$ cat src/design/arpc_pkg.sv
// Package of types, codes and constants shared by the ARP cache table.
package arpc_pkg;

	localparam int DEF_TABLE_DEPTH = 32;
	localparam logic [15:0] DEF_TIMEOUT = 16'd15;
	localparam int COUNT_W = 6;

	typedef enum logic [2:0] {
		OP_INSERT   = 3'd0,
		OP_LOOKUP   = 3'd1,
		OP_DEL_IP   = 3'd2,
		OP_DEL_MAC  = 3'd3,
		OP_RM_STAT  = 3'd4,
		OP_PURGE_ST = 3'd5,
		OP_PURGE_DY = 3'd6,
		OP_TICK     = 3'd7
	} op_t;

	typedef enum logic [2:0] {
		ST_OK      = 3'd0,
		ST_HIT     = 3'd1,
		ST_MISS    = 3'd2,
		ST_REFUSED = 3'd3,
		ST_FULL    = 3'd4,
		ST_REFRESH = 3'd5
	} status_t;

	typedef enum logic [2:0] {
		FSM_IDLE,
		FSM_READ,
		FSM_EVAL,
		FSM_FINISH,
		FSM_EMIT
	} fsm_t;

	typedef struct packed {
		logic        is_pinned;
		logic [31:0] ip;
		logic [47:0] mac;
		logic [31:0] stamp;
	} entry_t;

endpackage

$ cat src/design/arp_cache_table.sv
// Top level of the ARP cache table: entry memory, scan sequencer and result register.
//
//   channel   signals                                         role
//   input     in_valid/in_ready, op, ip_addr, mac_addr, ...   one operation per word
//   output    out_valid/out_ready, status ... last            one or more result words
//   config    cfg_we, cfg_wdata                               timeout_seconds
//
// Every operation scans the table one slot per cycle through the registered read
// port of the entry memory, except while a refresh word waits or the slot after it
// is read again; the memory port sets that pace. Reset clears the valid bits and
// seconds counter at once; no clearing pass is needed. A stalled output holds the
// scan where it is, and a new word is taken only once the final result word has
// gone.
module arp_cache_table #(
	parameter int TABLE_DEPTH = arpc_pkg::DEF_TABLE_DEPTH
) (
	input  logic        clk,
	input  logic        arst_n,
	input  logic        in_valid,
	output logic        in_ready,
	input  logic [2:0]  op,
	input  logic [31:0] ip_addr,
	input  logic [47:0] mac_addr,
	input  logic        static_flag,
	output logic        out_valid,
	input  logic        out_ready,
	output logic [2:0]  status,
	output logic [47:0] mac_found,
	output logic [31:0] ip_refresh,
	output logic [5:0]  removed_count,
	output logic        changed,
	output logic        last,
	input  logic        cfg_we,
	input  logic [15:0] cfg_wdata
);
	localparam int AW = (TABLE_DEPTH > 1) ? $clog2(TABLE_DEPTH) : 1;
	localparam int CW = $clog2(TABLE_DEPTH + 1);

	arpc_pkg::entry_t mem [TABLE_DEPTH];
	arpc_pkg::entry_t rd_q;
	logic [TABLE_DEPTH-1:0] valid_q;
	logic [31:0] seconds_q;
	logic [15:0] timeout_q;

	arpc_pkg::fsm_t state_q, state_d;
	arpc_pkg::op_t op_q;
	logic [31:0] ip_q;
	logic [47:0] mac_q;
	logic        stat_q;
	logic [AW-1:0] rd_addr; // slot being read
	logic [AW-1:0] eval_q;  // slot whose data is in rd_q
	logic        found_q, free_found_q, chg_q;
	logic [AW-1:0] hit_q, free_q;
	logic [CW-1:0] cnt_q;
	logic [47:0] hit_mac_q;
	logic        hit_static_q;
	logic        in_take;

	logic        wr_en;
	logic [AW-1:0] wr_addr;
	arpc_pkg::entry_t wr_data;
	logic        clr_en;
	logic [AW-1:0] clr_addr;

	logic        res_load;
	logic [2:0]  res_status;
	logic [47:0] res_mac;
	logic [31:0] res_ip;
	logic        res_last;

	logic        ev_valid, ev_key, ev_mac_eq, ev_purge;
	logic [31:0] age;
	logic        scan_done;

	assign ev_valid  = valid_q[eval_q];
	assign ev_key    = ev_valid && (rd_q.ip == ip_q);
	assign ev_mac_eq = ev_valid && (rd_q.mac == mac_q);
	assign ev_purge  = ev_valid && (rd_q.is_pinned == (op_q == arpc_pkg::OP_PURGE_ST));
	assign age       = seconds_q - rd_q.stamp;
	assign scan_done = (32'(eval_q) == 32'(TABLE_DEPTH - 1));
	assign in_take   = (state_q == arpc_pkg::FSM_IDLE) && in_valid && !out_valid;

	// After a refresh word the slot that follows is read again before it is evaluated.
	always_comb begin
		case (state_q)
			arpc_pkg::FSM_IDLE: rd_addr = '0;
			arpc_pkg::FSM_EVAL: rd_addr = scan_done ? eval_q : eval_q + AW'(1);
			default: rd_addr = eval_q;
		endcase
	end

	always_ff @(posedge clk) begin
		if (wr_en) mem[wr_addr] <= wr_data;
		rd_q <= mem[rd_addr];
	end

	always_ff @(posedge clk or negedge arst_n) begin
		if (!arst_n) begin
			valid_q   <= '0;
			timeout_q <= arpc_pkg::DEF_TIMEOUT;
		end else begin
			if (cfg_we) timeout_q <= cfg_wdata;
			if (wr_en) valid_q[wr_addr] <= 1'b1;
			if (clr_en) valid_q[clr_addr] <= 1'b0;
		end
	end

	always_ff @(posedge clk or negedge arst_n) begin
		if (!arst_n) state_q <= arpc_pkg::FSM_IDLE;
		else         state_q <= state_d;
	end

	// Scan bookkeeping.
	always_ff @(posedge clk or negedge arst_n) begin
		if (!arst_n) begin
			seconds_q <= '0;
			eval_q <= '0;
			found_q <= 1'b0;
			free_found_q <= 1'b0;
			chg_q <= 1'b0;
			cnt_q <= '0;
			hit_q <= '0;
			free_q <= '0;
		end else begin
			case (state_q)
				arpc_pkg::FSM_IDLE: begin
					if (in_take) begin
						eval_q <= '0;
						found_q <= 1'b0;
						free_found_q <= 1'b0;
						chg_q <= 1'b0;
						cnt_q <= '0;
						if (op == arpc_pkg::OP_TICK) seconds_q <= seconds_q + 32'd1;
					end
				end
				arpc_pkg::FSM_EMIT: begin
					if (out_ready && !scan_done) eval_q <= eval_q + AW'(1);
				end
				arpc_pkg::FSM_EVAL: begin
					if (!found_q && ((op_q == arpc_pkg::OP_DEL_MAC) ? ev_mac_eq : ev_key)) begin
						found_q <= 1'b1;
						hit_q <= eval_q;
					end
					if (!free_found_q && !ev_valid) begin
						free_found_q <= 1'b1;
						free_q <= eval_q;
					end
					if ((op_q == arpc_pkg::OP_PURGE_ST || op_q == arpc_pkg::OP_PURGE_DY) && ev_purge)
						cnt_q <= cnt_q + CW'(1);
					if (op_q == arpc_pkg::OP_TICK && ev_valid && !rd_q.is_pinned
							&& age > 32'(timeout_q))
						chg_q <= 1'b1;
					if (!scan_done && !res_load) eval_q <= eval_q + AW'(1);
				end
				default: ;
			endcase
		end
	end

	always_ff @(posedge clk) begin
		if (in_take) begin
			op_q <= arpc_pkg::op_t'(op);
			ip_q <= ip_addr;
			mac_q <= mac_addr;
			stat_q <= static_flag;
		end
	end

	// Next state, memory writes and results.
	always_comb begin
		state_d = state_q;
		in_ready = 1'b0;
		wr_en = 1'b0;
		wr_addr = free_q;
		wr_data = '{is_pinned: stat_q, ip: ip_q, mac: mac_q, stamp: seconds_q};
		clr_en = 1'b0;
		clr_addr = eval_q;
		res_load = 1'b0;
		res_status = arpc_pkg::ST_OK;
		res_mac = '0;
		res_ip = '0;
		res_last = 1'b1;
		case (state_q)
			arpc_pkg::FSM_IDLE: begin
				in_ready = !out_valid;
				if (in_valid && !out_valid) state_d = arpc_pkg::FSM_EVAL;
			end
			arpc_pkg::FSM_EVAL: begin
				if ((op_q == arpc_pkg::OP_PURGE_ST || op_q == arpc_pkg::OP_PURGE_DY) && ev_purge)
					clr_en = 1'b1;
				if (op_q == arpc_pkg::OP_TICK && ev_valid && !rd_q.is_pinned) begin
					if (age > 32'(timeout_q)) begin
						clr_en = 1'b1;
					end else if (age == 32'(timeout_q)) begin
						res_load = 1'b1;
						res_status = arpc_pkg::ST_REFRESH;
						res_ip = rd_q.ip;
						res_last = 1'b0;
					end
				end
				if (res_load) state_d = arpc_pkg::FSM_EMIT;
				else if (scan_done) state_d = arpc_pkg::FSM_FINISH;
			end
			arpc_pkg::FSM_EMIT: begin
				// The refresh word waits; the next slot is read once it has been taken.
				if (out_ready) state_d = scan_done ? arpc_pkg::FSM_FINISH : arpc_pkg::FSM_READ;
			end
			arpc_pkg::FSM_READ: state_d = arpc_pkg::FSM_EVAL;
			arpc_pkg::FSM_FINISH: begin
				if (!out_valid || out_ready) begin
					res_load = 1'b1;
					state_d = arpc_pkg::FSM_IDLE;
					clr_addr = hit_q;
					case (op_q)
						arpc_pkg::OP_INSERT: begin
							if (found_q) begin
								wr_addr = hit_q;
								if (stat_q || !hit_static_q) wr_en = 1'b1;
								else res_status = arpc_pkg::ST_REFUSED;
							end else if (free_found_q) wr_en = 1'b1;
							else res_status = arpc_pkg::ST_FULL;
						end
						arpc_pkg::OP_LOOKUP: begin
							if (found_q) begin
								res_status = arpc_pkg::ST_HIT;
								res_mac = hit_mac_q;
							end else res_status = arpc_pkg::ST_MISS;
						end
						arpc_pkg::OP_DEL_IP, arpc_pkg::OP_DEL_MAC: begin
							if (found_q) clr_en = 1'b1;
							else res_status = arpc_pkg::ST_MISS;
						end
						arpc_pkg::OP_RM_STAT: begin
							if (found_q && hit_static_q) clr_en = 1'b1;
							else res_status = arpc_pkg::ST_MISS;
						end
						default: ;
					endcase
				end
			end
			default: state_d = arpc_pkg::FSM_IDLE;
		endcase
	end

	// Data of the slot whose IP matched, captured during the scan.
	always_ff @(posedge clk) begin
		if (state_q == arpc_pkg::FSM_EVAL && !found_q && ev_key) begin
			hit_mac_q <= rd_q.mac;
			hit_static_q <= rd_q.is_pinned;
		end
	end

	always_ff @(posedge clk or negedge arst_n) begin
		if (!arst_n) out_valid <= 1'b0;
		else if (res_load) out_valid <= 1'b1;
		else if (out_ready) out_valid <= 1'b0;
	end

	always_ff @(posedge clk) begin
		if (res_load) begin
			status <= res_status;
			mac_found <= res_mac;
			ip_refresh <= res_ip;
			removed_count <= ((state_q == arpc_pkg::FSM_FINISH) &&
				(op_q == arpc_pkg::OP_PURGE_ST || op_q == arpc_pkg::OP_PURGE_DY)) ?
				arpc_pkg::COUNT_W'(cnt_q) : '0;
			changed <= (state_q == arpc_pkg::FSM_FINISH) && (op_q == arpc_pkg::OP_TICK) && chg_q;
			last <= res_last;
		end
	end

endmodule

$ cat config.mk
export PLATFORM = sky130hd
export DESIGN_NAME = arp_cache_table
export DESIGN_NICKNAME = d
export VERILOG_FILES = /design/src/design/arpc_pkg.sv /design/src/design/arp_cache_table.sv
export SDC_FILE = /design/constraint.sdc
export NUM_CORES = 2
export LEC_CHECK = 0
export ABC_AREA = 0
export BUFFER_PORTS_ARGS = -buffer_cell sky130_fd_sc_hd__buf_2
export CAP_MARGIN = 40
export CORE_ASPECT_RATIO = 0.7
export CORE_MARGIN = 2
export CORE_UTILIZATION = 35
export DETAILED_ROUTE_END_ITERATION = 10
export GPL_ROUTABILITY_DRIVEN = 0
export HOLD_SLACK_MARGIN = 0.05
export PLACE_DENSITY = 0.49
export SKIP_LAST_GASP = 1
export SLEW_MARGIN = 20
export SYNTH_ARGS = -nofsm -noshare
export SYNTH_HDL_FRONTEND = slang
export SYNTH_SLANG_ARGS = --single-unit
$ cat constraint.sdc
create_clock -name clk -period 7.1 [get_ports clk]
set_clock_uncertainty 0.05 [all_clocks]
set_input_delay 0.71 -clock clk [delete_from_list [all_inputs] [get_ports clk]]
set_output_delay 0.71 -clock clk [all_outputs]
set_load 0.01 [all_outputs]
==> flow_metrics.tcl <==
set metrics [dict create \
    outcome "completed" \
    leakage_nw 60.3 \
    critPathLaunch "state_q[1]$_DFFE_PN0P_" \
    cts-root-buf "clkbuf_16" \
    grt_pass1_vias 83600 \
    insertion_delay_ns 1.04 \
    netlist_area_um2 157000 \
    cts_tree "yes" \
    die_h_um 564 \
    period_needed_ns 5.80 \
    routedWlPerCell_um 30.7 \
    post-cts-setup-buffers 0 \
    placed_area_um2 168000 \
    die_w_um 803 \
    dr.pass1.iters 8 \
    portBuffers 197 \
    initial_utilization 0.351 \
    r2r-start "state_q[1]$_DFFE_PN0P_" \
    row_count 205 \
    grt-ovfl-total 0 \
    crit_path_end "mem[12][54]$_DFFE_PP_" \
    fin_area_um2 183000 \
    grt_setup_unrepaired "no" \
    antenna_found_initial 21 \
    holdBufCountCts 105 \
    drc 0 \
    synth_xor_area_frac 0.00750 \
    clkTransAtPathRegs_ns 0.07 \
    synthesis.nets 8494 \
    ys_warn_count 0 \
    synth_ff_type "edfxtp_1" \
    reg2reg_slack_ns 1.30 \
    synth_top_family_by_area "multiplexers" \
    pwr_density_cell_nw_per_um2 370 \
    finalSetupViolCount 0 \
    netlist_instances 8336 \
    crit_path_start_kind "register" \
    max_slew_margin 0.222 \
    period_share 0.817 \
    drive_above_1_share 0.229 \
    synth_edf_count 3840 \
    vias 83800 \
    ios 198 \
    syn_to_final_growth_pct 16.9 \
    clockBufferDepth 4 \
    hold_violations 0 \
    core_area_um2 446000 \
    synthAdderAreaFrac 0.00428 \
    min-delay-path-class "in -> reg" \
    r2r_cells 8 \
    synthMuxAreaShare 0.126 \
    fillers 39400 \
    grt_first_pass_wirelength_um 658000 \
    cp.arrival_ns 6.34 \
    dpl.hpwl_um 255000 \
    synth_compound_area_frac 0.0186 \
    vdd_ir_drop_max_uv 349 \
    cts_inserted_buffers 402 \
    fin_nets 9134 \
    htreeDepth 5 \
    cap_viol_max_count 0 \
    synth-seq-area-share 0.768 \
    drtIter0Drc 10200 \
    dieArea_um2 453000 \
    fmax_mhz 172 \
    worst_pin_slew_ns 1.17 \
    p_total_mw 67.7 \
    maxSlewViolCount 0 \
    ys_types 77 \
    synth_async_sr_flop_share 0.0266 \
    post-route-util 0.411 \
    synth-seq-cells 4061 \
    synth-simple-area-share 0.0615 \
    cp-end-kind "register" \
    rr_endpoint "mem[12][54]$_DFFE_PP_" \
    track_usage 0.203 \
    cts_sinks 4061 \
    viasPerCell 5.50 \
    crit_type "reg -> reg" \
    cp_data_required_time_ns 7.64 \
    crit_fanout 58 \
    cts_resized 0 \
    grt_start_max_net_pins 104 \
    postSynthAreaPerCell_um2 18.8 \
    wirelength_um 468000 \
    final_antenna_net_count 0 \
    holdWs_ns 0.149 \
]
-- placed cells by master (no fill, tap or decap), drive strengths merged, types with 95 or more instances in the layout --
cell type    instances
edfxtp            3840
nand2             1242
mux4               870
buf                575
nand3              558
clkbuf             537
nor2               177
o21ai              161
clkinv             152
dfxtp              113
inv                112
dlygate4sd3        105
dfrtp              104
and3                95
-- area by class of cell --
cell class | count | area [um2] | share of cell area
diodes | 13 | 32.5 | 0.000178
clock buffers | 536 | 10900 | 0.0594
clock inverters | 216 | 2700 | 0.0148
inverters | 103 | 394 | 0.00215
multi-input cells | 3727 | 34500 | 0.188
flip-flops and latches | 4061 | 120000 | 0.657
well taps | 5899 | 7380 | 0.0403
repair buffers | 681 | 6870 | 0.0375
-- synthesized netlist by cell type (21+ instances only) --
library cell	count	area share
a311oi_1	68	0.0038
nand2_1	1242	0.030
ha_1	52	0.0042
inv_1	103	0.0025
nor2_1	177	0.0042
a21o_1	21	0.0010
clkbuf_1	262	0.0063
a21oi_1	50	0.0016
a31oi_1	48	0.0019
mux4_2	870	0.13
o21ai_0	160	0.0051
nand3_1	558	0.018
xor2_1	48	0.0027
and3_1	93	0.0037
buf_1	164	0.0039
nand4_1	30	0.0012
xnor2_1	86	0.0048
dfrtp_1	104	0.017
edfxtp_1	3840	0.74
dfxtp_1	113	0.014
-- through the flow --
stage | cells | setup WS, ns | TNS [ns]
after global placement | 14300 | 1.49 | 0
final | 15200 | 1.30 | 0
after detailed placement | 14400 | 1.49 | 0
after global routing | 15200 | 1.09 | 0
after floorplan | 8336 | -0.367 | -1139.11
after CTS | 15200 | 1.48 | 0
-- routing by layer --
layer  global-route usage  share of wire
met2                0.308           0.45
met5                    0              0
met3               0.0290          0.067
met1                0.313           0.47
met4               0.0390          0.018
-- how the worst min path moves through the flow --
stage / endpoint / startpoint / slack (ns) / cells past startpoint
after floorplan: chg_q$_DFFE_PN0P_ / arst_n / 0.36 / 0
after global placement: hit_mac_q[0]$_DFFE_PP_ / rd_q[32]$_DFF_P_ / 0.40 / 0
after detailed placement: hit_mac_q[0]$_DFFE_PP_ / rd_q[32]$_DFF_P_ / 0.39 / 0
after CTS: timeout_q[2]$_DFFE_PN1P_ / cfg_we / 0.05 / 3
after global routing: timeout_q[14]$_DFFE_PN0P_ / cfg_we / 0.15 / 2
final: timeout_q[2]$_DFFE_PN1P_ / cfg_we / 0.15 / 3
-- worst max-delay path: stages, from the launching register on --
cell and delay [ns]:
dfrtp_1 0.68, nor2b_1 0.52, nand3_1 0.51, nor4_1 0.77, nand2_1 0.43, mux2i_1 0.43, nand2_1 0.55, nor2_4 0.81
buf_12 0.50
-- logic make-up (layout without fill, tap and decap cells) --
group,Yosys count,in the layout
AO/OA/AOI/OAI,443,443
XOR/XNOR,134,134
adder cells (fa/ha/maj),53,53
buffers and inverters,548,1536
flip-flops,4061,4061
multiplexers,885,885
other,0,13
AND/OR/NAND/NOR,2212,2212
-- state kept, by name, indices dropped and copies added, names as in the netlist, 3 cells and up --
| name | count |
|---|---|
| mem | 3616 |
| rd_q | 113 |
| hit_mac_q | 48 |
| mac_found | 48 |
| mac_q | 48 |
| ip_q | 32 |
| ip_refresh | 32 |
| seconds_q | 32 |
| valid_q | 32 |
| timeout_q | 16 |
| cnt_q | 6 |
| removed_count | 6 |
| eval_q | 5 |
| free_q | 5 |
| hit_q | 5 |
| op_q | 3 |
| state_q | 3 |
| status | 3 |
-- power by group --
group | internal [mW] | switching, mW | total (mW)
Combinational | 7.56 | 10.3 | 17.9
Sequential | 27.2 | 0.654 | 27.9
Clock | 12.4 | 9.56 | 22.0
Total | 47.2 | 20.5 | 67.7
No activity file was read; power rests on OpenSTA's default activity.
